`src/hw/rtl/codebook_scalar_quantize_pack_macros.svh`:
```
// Assertion macros for the codebook scalar quantizer.
`ifndef CODEBOOK_SCALAR_QUANTIZE_PACK_MACROS_SVH
`define CODEBOOK_SCALAR_QUANTIZE_PACK_MACROS_SVH
// Implication checked on every clock edge outside reset.
`define CSQ_ASSERT_IMPL(label, clk, rst_n, ante, cons, msg) \
    label: assert property (@(posedge clk) disable iff (!rst_n) (ante) |-> (cons)) \
        else $error(msg);
// Next-cycle implication checked outside reset.
`define CSQ_ASSERT_NEXT(label, clk, rst_n, ante, cons, msg) \
    label: assert property (@(posedge clk) disable iff (!rst_n) (ante) |=> (cons)) \
        else $error(msg);
`endif

```
`src/hw/rtl/csq_pkg.sv`:
```
// Package: constants, types and BF16 compare for the scalar quantizer.
package csq_pkg;
    localparam int Dim       = 128;
    localparam int Bits      = 4;
    localparam int NumBounds = (1 << Bits) - 1;
    localparam int NumLevels = 1 << Bits;
    localparam int PerByte   = 8 / Bits;
    localparam int PosW      = (Dim > 1) ? $clog2(Dim) : 1;
    localparam int SlotW     = (PerByte > 1) ? $clog2(PerByte) + 1 : 1;
    localparam int CfgIdxW   = 3;
    localparam int CfgW      = 64;

    localparam logic [CfgIdxW-1:0] RegBounds0   = 3'd0;
    localparam logic [CfgIdxW-1:0] RegCentroid0 = 3'd4;

    typedef logic [15:0] t_bf16;

    typedef struct packed {
        logic       last;
        logic       ready;
        logic [7:0] byte_val;
    } t_pack_status;

    // True when a > b in IEEE order; NaN on either side never compares greater.
    function automatic logic bf16_greater(input t_bf16 a, input t_bf16 b);
        logic        a_nan;
        logic        b_nan;
        logic [15:0] ka;
        logic [15:0] kb;
        a_nan = a[14:0] > 15'h7F80;
        b_nan = b[14:0] > 15'h7F80;
        ka = a[15] ? ~a : (a | 16'h8000);
        kb = b[15] ? ~b : (b | 16'h8000);
        if (a_nan || b_nan) begin
            bf16_greater = 1'b0;
        end else if (a[14:0] == 15'd0 && b[14:0] == 15'd0) begin
            bf16_greater = 1'b0;
        end else begin
            bf16_greater = ka > kb;
        end
    endfunction
endpackage

```
`src/hw/rtl/codebook_scalar_quantize_pack.sv`:
```
// Top level: BF16 scalar quantizer with codebook lookup and index packing.
//
//  channel  | handshake            | payload
//  ---------+----------------------+---------------------------------------------
//  input    | i_valid / o_ready    | i_coordinate
//  output   | o_valid / i_ready    | o_level_index, o_centroid_value,
//           |                      | o_byte_ready, o_packed_byte, o_vector_end
//  config   | i_cfg_we             | i_cfg_index, i_cfg_data
//
//  One coordinate per cycle unless the consumer stalls; the result is registered.
//  The boundary compares, centroid select and packing all fit between the
//  input handshake and the result register.
//  Reset clears configuration words, packing state and vector position.
//  When the result register is held by a stalled consumer, input stalls too.
`include "codebook_scalar_quantize_pack_macros.svh"
module codebook_scalar_quantize_pack (
    input  logic                               i_clk,
    input  logic                               i_rst_n,
    input  logic                               i_valid,
    output logic                               o_ready,
    input  logic [15:0]                        i_coordinate,
    output logic                               o_valid,
    input  logic                               i_ready,
    output logic [3:0]                         o_level_index,
    output logic [15:0]                        o_centroid_value,
    output logic                               o_byte_ready,
    output logic [7:0]                         o_packed_byte,
    output logic                               o_vector_end,
    input  logic                               i_cfg_we,
    input  logic [csq_pkg::CfgIdxW-1:0]        i_cfg_index,
    input  logic [csq_pkg::CfgW-1:0]           i_cfg_data
);
    logic [csq_pkg::CfgW-1:0]      r_bounds [4];
    logic [csq_pkg::CfgW-1:0]      r_cents  [4];
    logic [csq_pkg::PosW-1:0]      r_pos;
    logic [7:0]                    r_acc;
    logic [csq_pkg::SlotW-1:0]     r_slot;
    logic                          r_valid;
    logic [3:0]                    r_level;
    logic [15:0]                   r_cent;
    logic                          r_bready;
    logic [7:0]                    r_byte;
    logic                          r_vend;

    logic                          xfer_in;
    logic [csq_pkg::Bits-1:0]      level;
    logic [4*csq_pkg::CfgW-1:0]    bounds_flat;
    logic [4*csq_pkg::CfgW-1:0]    cents_flat;
    logic [csq_pkg::SlotW-1:0]     n_slot;
    logic [7:0]                    n_acc;
    logic [csq_pkg::PosW-1:0]      n_pos;
    csq_pkg::t_pack_status         pk;

    assign bounds_flat = {r_bounds[3], r_bounds[2], r_bounds[1], r_bounds[0]};
    assign cents_flat  = {r_cents[3], r_cents[2], r_cents[1], r_cents[0]};

    // Accept whenever the result register is empty or being drained.
    assign o_ready = !r_valid || i_ready;
    assign xfer_in = i_valid && o_ready;

    csq_level_find u_find (
        .i_coord  (i_coordinate),
        .i_bounds (bounds_flat),
        .o_level  (level)
    );

    // Drop the level into the next free slot and flag a full or final byte.
    always_comb begin
        n_acc   = r_acc | 8'(({4'd0, level} << (r_slot * csq_pkg::Bits)));
        n_slot  = r_slot + 1'b1;
        pk.last = (32'(r_pos) >= 32'(csq_pkg::Dim - 1));
        pk.ready = (32'(n_slot) >= 32'(csq_pkg::PerByte)) || pk.last;
        pk.byte_val = n_acc;
        n_pos = pk.last ? '0 : r_pos + 1'b1;
    end

    // Configuration words: bounds first, centroids after.
    always_ff @(posedge i_clk) begin
        if (!i_rst_n) begin
            for (int k = 0; k < 4; k++) begin
                r_bounds[k] <= '0;
                r_cents[k]  <= '0;
            end
        end else if (i_cfg_we) begin
            if (i_cfg_index < csq_pkg::RegCentroid0) begin
                r_bounds[i_cfg_index[1:0] - csq_pkg::RegBounds0[1:0]] <= i_cfg_data;
            end else begin
                r_cents[i_cfg_index[1:0]] <= i_cfg_data;
            end
        end
    end

    // Packing state advances on each input transfer.
    always_ff @(posedge i_clk) begin
        if (!i_rst_n) begin
            r_pos  <= '0;
            r_acc  <= '0;
            r_slot <= '0;
        end else if (xfer_in) begin
            r_pos  <= n_pos;
            r_acc  <= pk.ready ? 8'd0 : n_acc;
            r_slot <= pk.ready ? '0 : n_slot;
        end
    end

    always_ff @(posedge i_clk) begin
        if (!i_rst_n) begin
            r_valid <= 1'b0;
        end else if (o_ready) begin
            r_valid <= i_valid;
        end
    end

    // Result payload; hold while the consumer stalls.
    always_ff @(posedge i_clk) begin
        if (xfer_in) begin
            r_level  <= 4'(level);
            r_cent   <= cents_flat[32'(level)*16 +: 16];
            r_bready <= pk.ready;
            r_byte   <= pk.ready ? pk.byte_val : 8'd0;
            r_vend   <= pk.last;
        end
    end

    assign o_valid          = r_valid;
    assign o_level_index    = r_level;
    assign o_centroid_value = r_cent;
    assign o_byte_ready     = r_bready;
    assign o_packed_byte    = r_byte;
    assign o_vector_end     = r_vend;

    `CSQ_ASSERT_IMPL(a_vend_has_byte, i_clk, i_rst_n, o_valid && o_vector_end, o_byte_ready, "vector end without finished byte")
    `CSQ_ASSERT_IMPL(a_byte_zero_idle, i_clk, i_rst_n, o_valid && !o_byte_ready, o_packed_byte == 8'd0, "packed byte not clear")
    `CSQ_ASSERT_NEXT(a_pos_wrap, i_clk, i_rst_n, xfer_in && pk.last, r_pos == '0 && r_slot == '0, "vector end did not restart packing")
endmodule

```
`src/hw/rtl/csq_level_find.sv`:
```
// Level search: parallel BF16 compares against all boundaries, first stop wins.
module csq_level_find (
    input  csq_pkg::t_bf16                   i_coord,
    input  logic [4*csq_pkg::CfgW-1:0]       i_bounds,
    output logic [csq_pkg::Bits-1:0]         o_level
);
    logic [csq_pkg::NumBounds-1:0] gt;

    always_comb begin
        for (int j = 0; j < csq_pkg::NumBounds; j++) begin
            gt[j] = csq_pkg::bf16_greater(i_coord, i_bounds[j*16 +: 16]);
        end
    end

    // Level is the count of leading passed boundaries.
    always_comb begin
        logic stop;
        stop    = 1'b0;
        o_level = '0;
        for (int j = 0; j < csq_pkg::NumBounds; j++) begin
            if (!stop && gt[j]) begin
                o_level = csq_pkg::Bits'(j + 1);
            end else begin
                stop = 1'b1;
            end
        end
    end
endmodule
```
`config.mk`:
```
export PLATFORM = sky130hd
export DESIGN_NAME = codebook_scalar_quantize_pack
export DESIGN_NICKNAME = d
export VERILOG_FILES = /design/src/hw/rtl/csq_pkg.sv /design/src/hw/rtl/codebook_scalar_quantize_pack.sv /design/src/hw/rtl/csq_level_find.sv
export VERILOG_INCLUDE_DIRS = /design/src /design/src/hw/rtl
export SDC_FILE = /design/constraint.sdc
export NUM_CORES = 1
export LEC_CHECK = 0
export BUFFER_PORTS_ARGS = -buffer_cell sky130_fd_sc_hd__buf_4
export CAP_MARGIN = 20
export CORE_MARGIN = 5
export CORE_UTILIZATION = 50
export CTS_CLUSTER_DIAMETER = 40
export CTS_CLUSTER_SIZE = 14
export DETAILED_ROUTE_END_ITERATION = 10
export PLACE_DENSITY = 0.73
export SYNTH_ARGS = -nofsm -noshare
export SYNTH_HDL_FRONTEND = slang
export SYNTH_SLANG_ARGS = --single-unit
export TNS_END_PERCENT = 30
```
`constraint.sdc`:
```
create_clock -name i_clk -period 8.65 [get_ports i_clk]
set_clock_uncertainty 0.15 [all_clocks]
set_input_delay 1.73 -clock i_clk [delete_from_list [all_inputs] [get_ports i_clk]]
set_output_delay 1.73 -clock i_clk [all_outputs]
set_load 0.01 [all_outputs]
```
==> flow_summary.ini, run 1 <==
[run_status]
status = finished, final reports clean

[clock_network]
h-tree-depth = 3
path_clk_slew_ns = 0.06
cts_tree = yes
cts_resized = 0
clockBufferDepth = 3
cts_setup_buffers = 0
hold_buffers = 0
cts_inserted_buffers = 79
cts.sinks = 544
cts_root_buf = clkbuf_16
clock_latency_ns = 0.62

[logic_synthesis]
ys_seq_elements = 544
synth_xor_area_frac = 0.0728
syn_area_um2 = 30700
synth_simple_gate_area_frac = 0.177
synth_top_flop_cell = edfxtp_1
synthAdderAreaFrac = 0.0958
synth-compound-area-share = 0.0671
synth_nets = 2830
post_synth.cell_area_avg_um2 = 12.2
synth_seq_area_share = 0.526
synth_top_cell_by_area = edfxtp_1
synth_edf_count = 526
muxShareOfSynthArea = 0.0423
synth_area_leaders = edfxtp_1 51%, and2_1 10%, ha_1 9.4%, xnor2_1 6.0%, mux2i_1 3.7%
synth_top_cells_by_count = 526 x edfxtp_1, 498 x and2_1, 230 x ha_1
async_flop_share = 0
ys_types = 85
ys.warnings.count = 0
yosysMostFrequentCell = edfxtp_1
syn_inst = 2512
synth_top_area_frac = 0.514
synth_top_family_by_area = simple AND/OR/NAND/NOR gates

[place]
port-buffer-count = 119
dpl.hpwl_um = 63900
finalWeightedCongestion = 0.945
place_area_um2 = 32700

[timing]
tightest_slew_ns = 1.14
fmax_mhz = 145
slew_headroom = 0.241
grt_setup_unrepaired = false
finalSetupViolCount = 0
layout_min_cycle_time_ns = 6.90
setup-tns-final_ns = 0
holdWs_ns = 0.282
final-hold-violation-count = 0
period_share = 0.798
final_max_slew_viol_count = 0

[finish]
fin_area_um2 = 35400
nets = 2970
syn_to_final_growth_pct = 15.2
drive_gt1_frac = 0.138
multi_input_area_um2 = 14200
n_fill_cell = 4824
seq_area_um2 = 16200

[grt]
grt_use_total = 0.274
grt_pass1_vias = 21400
grt_pass1_wl_um = 136000
grt_max_degree = 66
overflow = 0
antenna_found_initial = 17

[pwr]
finalPower_mw = 7.78
vdd_drop_max_v = 0.000224
p_per_area_nw_per_um2 = 220
leakagePower_nw = 13.0

[floorplanning]
core_area_um2 = 60600
die_y_um = 258
die_w_um = 258
start_util = 0.507
num_io_pins = 120
dieArea_um2 = 66500
num_rows = 90

[critical_path]
end_kind = register
ff2ff_path_depth = 14
crit_fanout = 40
startpoint_type = input pin
crit_type = in -> reg
r2r-end = o_centroid_value[3]$_DFFE_PP_
crit_arrival_ns = 7.11
cp.required_ns = 8.86
rr_startpoint = r_bounds[0][15]$_SDFFCE_PN0P_
ff2ff_setup_slack_ns = 2.79

[drt]
drt_wl_total_um = 92800
antenna_left = 0
vias_per_cell = 6.12
drtIter0Drc = 2124
wl_per_cell_um = 26.5
drc_errors = 0
drtPass1Iterations = 5
dr_total_vias = 21400

[min_path]
worstHoldPathType = reg -> reg
worstHoldStart = r_acc[7]$_SDFFE_PN0P_
hold_end = r_acc[7]$_SDFFE_PN0P_
min_path_cells = 2

[run]
max_cap_violations = 0
-- worst max path at each step --
stage	start	endpoint	slack, ns
6_report	i_coordinate[15]	o_centroid_value[3]$_DFFE_PP_	1.75
3_3_place_gp	i_coordinate[15]	o_centroid_value[8]$_DFFE_PP_	1.29
2_1_floorplan	i_cfg_index[2]	r_bounds[1][0]$_SDFFCE_PN0P_	1.49
3_5_place_dp	i_coordinate[15]	o_centroid_value[3]$_DFFE_PP_	1.20
4_1_cts	i_coordinate[15]	o_centroid_value[13]$_DFFE_PP_	1.85
5_1_grt	i_coordinate[15]	o_centroid_value[13]$_DFFE_PP_	1.56
-- state kept, by name, indices dropped and copies added, names as in the netlist, 2 cells and up --
register and count:
r_slot 2, o_packed_byte 8, o_level_index 4, r_cents 256, o_centroid_value 16, r_bounds 240, r_acc 8, r_pos 7
-- critical path: stages --
cell and delay, ns:
buf_4 0.39, xor2_2 0.68, buf_4 0.31, ha_1 0.20, nand4_1 0.17, nor4_1 0.50, a211o_1 0.22, and4_1 0.25
nand4_2 0.21, or4_4 0.66, nand2_8 0.35, buf_4 0.34, mux2_2 0.38, o2bb2ai_1 0.12, or4_1 0.55
-- placed cells by master (no fill, tap or decap), types with 24 or more instances in the layout --
| cell | synthesis | final |
|---|---|---|
| edfxtp_1 | 526 | 526 |
| and2_1 | 498 | 498 |
| ha_1 | 230 | 230 |
| xnor2_1 | 212 | 211 |
| buf_4 | 9 | 167 |
| mux2i_1 | 113 | 113 |
| clkbuf_16 | 0 | 82 |
| a21oi_1 | 80 | 80 |
| nand4_1 | 79 | 79 |
| nand2_1 | 71 | 71 |
| nor2_1 | 61 | 55 |
| nor4_1 | 54 | 54 |
| o22ai_1 | 39 | 39 |
| o21ai_0 | 42 | 36 |
| nand3_1 | 31 | 31 |
| a21o_1 | 31 | 31 |
| nor3_1 | 31 | 28 |
| xor2_1 | 40 | 27 |
| or4_1 | 24 | 24 |
-- cell families (layout without fill, tap and decap cells) --
logic type / after synthesis / count (layout)
adder cells (fa/ha/maj): 236 / 236
buffers and inverters: 127 / 330
other: 0 / 1
AO/OA/AOI/OAI: 309 / 309
flip-flops: 544 / 544
multiplexers: 128 / 128
AND/OR/NAND/NOR: 915 / 915
XOR/XNOR: 253 / 253
-- per-layer routing --
layer  global-route usage  share of wire  vias up
li1                     -              -     9621
met1                0.361           0.40    10500
met2                0.445           0.46     1024
met3               0.0537          0.093      217
met4                0.123          0.047        2
met5                    0       0.000075        -
-- final cells by class --
type / count / area share
Sequential cell: 544 / 0.457
Multi-Input combinational cell: 1841 / 0.402
Clock buffer: 86 / 0.0587
Timing Repair Buffer: 169 / 0.0366
Tap cell: 782 / 0.0277
Clock inverter: 58 / 0.0162
Inverter: 17 / 0.00188
Antenna cell: 1 / 0.0000708
-- power breakdown --
group	internal, mW	switching, mW	leakage [nW]
sequential	3.09	0.148	5.22
combinational	0.543	0.784	6.50
clock	1.91	1.30	1.28
total	5.54	2.23	13.0
-- per-stage QoR --
step | worst slack [ns] | std cells | util
after global routing | 1.56 | 3498 | 0.584
after floorplan | 1.49 | 2512 | -
after detailed placement | 1.20 | 3353 | 0.540
final | 1.75 | 3498 | 0.584
after CTS | 1.85 | 3497 | 0.584
after global placement | 1.29 | 3353 | 0.540
(Power assumes the default switching activity.)
==> run 2, diff against run 1 <==
==> constraint.sdc (replaced) <==
create_clock -name i_clk -period 7 [get_ports i_clk]
set_clock_uncertainty 0.15 [all_clocks]
set_input_delay 1.4 -clock i_clk [delete_from_list [all_inputs] [get_ports i_clk]]
set_output_delay 1.4 -clock i_clk [all_outputs]
set_load 0.01 [all_outputs]
==> run 2 against run 1 <==
  * Hold slack improved by 0.0051 ns
  * Sequential power is 24% higher
  * Setup slack worse by 0.96 ns
  * Global-route usage down 0.094 points
  * Highest routed layer is now met4
  * Flip-flop and latch count unchanged
  * Count of clock-buffer cells in the layout unchanged
==> flow_summary.ini, run 2 (same netlist as run 1, synthesis figures left out) <==
[pwr]
sw_frac_of_total = 0.288
p_sw_mw = 2.74
leakagePower_nw = 13.1
p_per_area_nw_per_um2 = 268
combPwrFrac = 0.173
vdd_drop_max_v = 0.000265
pwr-share-clk = 0.405
seq_power_share = 0.422
p_int_mw = 6.78

[drt]
drtIter0Drc = 2338
met3WireLength_um = 8450
dr_total_vias = 21600
highest_layer = met4
drc_errors = 0
vias_per_cell = 6.15
antenna_left = 0
wl_per_cell_um = 26.4
wl_met1_um = 35900
drtPass1Iterations = 6
drt_wl_total_um = 92900
route.met2.wl_um = 43800

[critical_path]
crit_type = in -> reg
path_cells = buf_4, xor2_2, buf_4, ha_1, nand2_1, or4_1, nor4_1, nor4_1, o31a_1, o211a_1, or4_4, nand2_8, buf_12, mux2_2, o2bb2ai_1, or4_1
cp_slowest_cell = xor2_2
cp_slowest_stage_delay_ns = 0.59
end_kind = register
cp.required_ns = 7.21
startpoint_type = input pin
crit_fanout = 21
crit_arrival_ns = 6.42

[clock_network]
h-tree-depth = 3
cts_inserted_buffers = 77
hold_buffers = 0
cts_resized = 0
cts_root_buf = clkbuf_16
clock_latency_ns = 0.63
cts_tree = yes
clockBufferDepth = 3
cts_setup_buffers = 0
path_clk_slew_ns = 0.06
cts.sinks = 544

[timing]
final_max_slew_viol_count = 0
layout_min_cycle_time_ns = 6.21
fmax_mhz = 161
tightest_slew_ns = 1.01
finalSetupViolCount = 0
period_share = 0.887
holdWs_ns = 0.287
slew_headroom = 0.320
grt_setup_unrepaired = false
setup-tns-final_ns = 0
final-hold-violation-count = 0

[floorplanning]
dieArea_um2 = 66500
num_rows = 90
die_y_um = 258
core_area_um2 = 60600
start_util = 0.507
num_io_pins = 120
die_w_um = 258

[finish]
largest_reg_flops = 256
layout_common_cells = 526 x edfxtp_1, 498 x and2_1, 230 x ha_1
largest_register = r_cents
nets = 2986
syn_to_final_growth_pct = 15.7
drive_gt1_frac = 0.142
mostFrequentLayoutCell = edfxtp_1

[grt]
antenna_found_initial = 21
overflow = 0
grt_pass1_vias = 21600
grt_use_total = 0.273
grt_pass1_wl_um = 136000
grt_max_degree = 66

[run_status]
status = finished, final reports clean

[run]
max_cap_violations = 0

[place]
port-buffer-count = 119
finalWeightedCongestion = 0.971
dpl.hpwl_um = 63600

[min_path]
worstHoldPathType = reg -> reg
-- run 2: changes by cell type in the layout (fill, tap and decap cells not counted), moves of 2 or more --
cell and delta:
buf_12 +6, clkbuf_16 -2, buf_4 +11, clkbuf_1 +3, clkinv_8 +2, clkinv_4 +3, inv_6 -2, inv_8 -2
clkinvlp_4 -3
-- run 2: metal layers --
| layer | track usage | vias to the layer above |
|---|---|---|
| met1 | 0.353 | 10600 |
| met2 | 0.452 | 1119 |
| met5 | 0 | - |
| met3 | 0.0462 | 253 |
| met4 | 0.130 | 0 |
| li1 | - | 9658 |
-- run 2: worst paths after layout --
kind | from | to | slack (ns) | cells after the start
setup / recovery | i_coordinate[15] | o_centroid_value[3]$_DFFE_PP_ | 0.79 | 16
hold / removal | r_acc[7]$_SDFFE_PN0P_ | r_acc[7]$_SDFFE_PN0P_ | 0.29 | 2
setup reg to reg | r_bounds[0][31]$_SDFFCE_PN0P_ | o_centroid_value[3]$_DFFE_PP_ | 1.42 | 14
hold reg to reg | r_acc[7]$_SDFFE_PN0P_ | r_acc[7]$_SDFFE_PN0P_ | 0.29 | 2
-- run 2: area by class of cell --
type / instances / area, um^2
fillers: 4772 / 25100
flip-flops and latches: 544 / 16200
multi-input cells: 1841 / 14200
clock buffers: 86 / 2020
repair buffers: 187 / 1520
well taps: 782 / 978
clock inverters: 57 / 549
inverters: 17 / 66.3
diodes: 2 / 5.00
-- run 2: critical path: cells and delay by family --
kind | cells | cell delay, ns
simple gates | 7 | 2.40
buf+inv | 3 | 0.90
xor+xnor | 1 | 0.59
compound gates | 3 | 0.52
mux | 1 | 0.35
fa+ha+maj | 1 | 0.20
-- run 2: metrics by stage --
stage | cells | setup slack, ns | cell area, um^2 | utilization | total power [mW]
CTS | 3514 | 0.864 | 35500 | 0.586 | 9.54
global placement | 3370 | 0.275 | 32900 | 0.543 | 5.62
detailed placement | 3371 | 0.207 | 32900 | 0.544 | 5.70
global route | 3515 | 0.718 | 35500 | 0.586 | 9.86
finish | 3516 | 0.789 | 35500 | 0.586 | 9.52
floorplan | 2512 | 0.173 | 30700 | - | 5.07
-- run 2: power by group through the flow --
stage / combinational (mW) / sequential (mW) / clock, mW
3_3_place_gp: 1.55 / 4.07 / 0
2_1_floorplan: 1.07 / 4.00 / 0
4_1_cts: 1.63 / 4.01 / 3.89
3_5_place_dp: 1.62 / 4.08 / 0
6_report: 1.65 / 4.01 / 3.86
5_1_grt: 1.79 / 4.03 / 4.04
==> run 3, diff against run 2 <==
--- a/config.mk
+++ b/config.mk
@@ -16,5 +16,6 @@
 export PLACE_DENSITY = 0.73
 export SYNTH_ARGS = -nofsm -noshare
 export SYNTH_HDL_FRONTEND = slang
+export SYNTH_HIERARCHICAL = 1
 export SYNTH_SLANG_ARGS = --single-unit
 export TNS_END_PERCENT = 30
==> run 3 against run 2 <==
  * Cell count fell by 3.0%
  * Combinational power rose by 6%
  * Die area fell by 0.43%
  * Setup slack got worse by 0.12 ns
  * Fmax fell by 1.9%
  * Critical path type unchanged
  * Power rose by 7.8%
  * Via count fell by 4.8%
  * Design area rose by 0.72%
  * Sequential power barely moved
  * Synthesized cell count fell by 4.1%
  * First-iteration DRC count fell by 22%
==> flow_summary.ini, run 3 <==
[floorplanning]
die_w_um = 257
dieArea_um2 = 66200
die_y_um = 257
num_io_pins = 120
core_area_um2 = 60500
start_util = 0.506
num_rows = 90

[finish]
n_fill_cell = 4551
drive_gt1_frac = 0.165
largest_register = r_cents
syn_to_final_growth_pct = 17.0
nets = 2870
largest_reg_flops = 256
final_cell_count_no_fill = 3409
fin_area_um2 = 35800
layout_common_cells = 526 x edfxtp_1, 499 x and2_1, 230 x ha_1
fin_util = 0.592
mostFrequentLayoutCell = edfxtp_1

[place]
finalWeightedCongestion = 0.902
place_area_um2 = 32700
dpl.hpwl_um = 58200
port-buffer-count = 119
dp.cells = 3248

[grt]
overflow = 0
grt_pass1_vias = 21200
grt_pass1_wl_um = 130000
grt_use_total = 0.259
antenna_found_initial = 8
grt_max_degree = 70

[clock_network]
hold_buffers = 0
cts_inserted_buffers = 84
path_clk_slew_ns = 0.06
cts_resized = 0
cts_tree = yes
cts_setup_buffers = 0
h-tree-depth = 3
clock_latency_ns = 0.65
cts_root_buf = clkbuf_16
cts.sinks = 544
clockBufferDepth = 3

[drt]
dr_total_vias = 20600
wl_per_cell_um = 25.4
vias_per_cell = 6.04
drc_errors = 0
drtPass1Iterations = 5
drt_wl_total_um = 86600
drtIter0Drc = 1826
antenna_left = 0

[min_path]
worstHoldPathType = reg -> reg

[timing]
period_share = 0.904
final-hold-violation-count = 0
layout_min_cycle_time_ns = 6.33
slew_headroom = 0.178
fmax_mhz = 158
final_max_slew_viol_count = 0
finalSetupViolCount = 0
tightest_slew_ns = 1.23
grt_setup_unrepaired = false
setup-tns-final_ns = 0

[pwr]
leakagePower_nw = 13.2
vdd_drop_max_v = 0.000220
finalPower_mw = 10.3
p_per_area_nw_per_um2 = 287

[logic_synthesis]
syn_area_um2 = 30600
synth_nets = 2726
ys.warnings.count = 6
syn_inst = 2408
post_synth.cell_area_avg_um2 = 12.7

[critical_path]
cp.required_ns = 7.37
startpoint_type = input pin
crit_type = in -> reg
crit_arrival_ns = 6.70
end_kind = register
crit_fanout = 16

[run]
max_cap_violations = 0

[run_status]
status = finished, final reports clean
run 3: final timing paths:
check / start / slack, ns / to / depth (start not counted)
min: r_acc[3]$_SDFFE_PN0P_ / 0.33 / r_acc[3]$_SDFFE_PN0P_ / 2
max reg2reg: r_bounds[0][63]$_SDFFCE_PN0P_ / 1.49 / o_centroid_value[10]$_DFFE_PP_ / 14
max: i_coordinate[15] / 0.67 / o_centroid_value[10]$_DFFE_PP_ / 16
min reg2reg: r_acc[3]$_SDFFE_PN0P_ / 0.33 / r_acc[3]$_SDFFE_PN0P_ / 2
run 3: metrics by stage:
stage,setup WS (ns),hold WS [ns]
floorplan,0.145,0.288
global placement,0.305,0.303
detailed placement,0.0971,0.311
CTS,0.728,0.326
global route,0.490,0.362
finish,0.670,0.331
run 3: critical path, stage by stage:
cell and delay, ns:
buf_4 0.25, xnor2_4 0.62, inv_2 0.34, ha_1 0.40, nor2b_1 0.14, o211ai_1 0.10, a2111oi_0 0.39, or4b_2 0.20
nand4_1 0.24, nand3b_2 0.31, nor4_2 0.59, o2bb2ai_1 0.18, buf_4 0.20, and2_1 0.96, a22oi_1 0.18, nand2_1 0.13
run 3: power by group:
part	internal [mW]	total [mW]	switching, mW
sequential	3.82	4.00	0.179
combinational	0.808	1.75	0.945
clock	2.82	4.51	1.69
run 3: area by class of cell:
class,count,area (um^2),share of cell area
well taps,782,978,0.0274
multi-input cells,1731,14100,0.394
clock inverters,65,947,0.0265
clock buffers,92,2150,0.0602
diodes,4,10.0,0.000280
inverters,23,86.3,0.00241
flip-flops and latches,544,16200,0.452
repair buffers,168,1340,0.0374
run 3: layer usage:
layer,vias to the layer above,GRT usage,wire (um)
met1,10300,0.338,34900
met2,829,0.419,40900
li1,9277,-,-
met3,220,0.0518,6570
met5,-,0,0
met4,0,0.124,4170
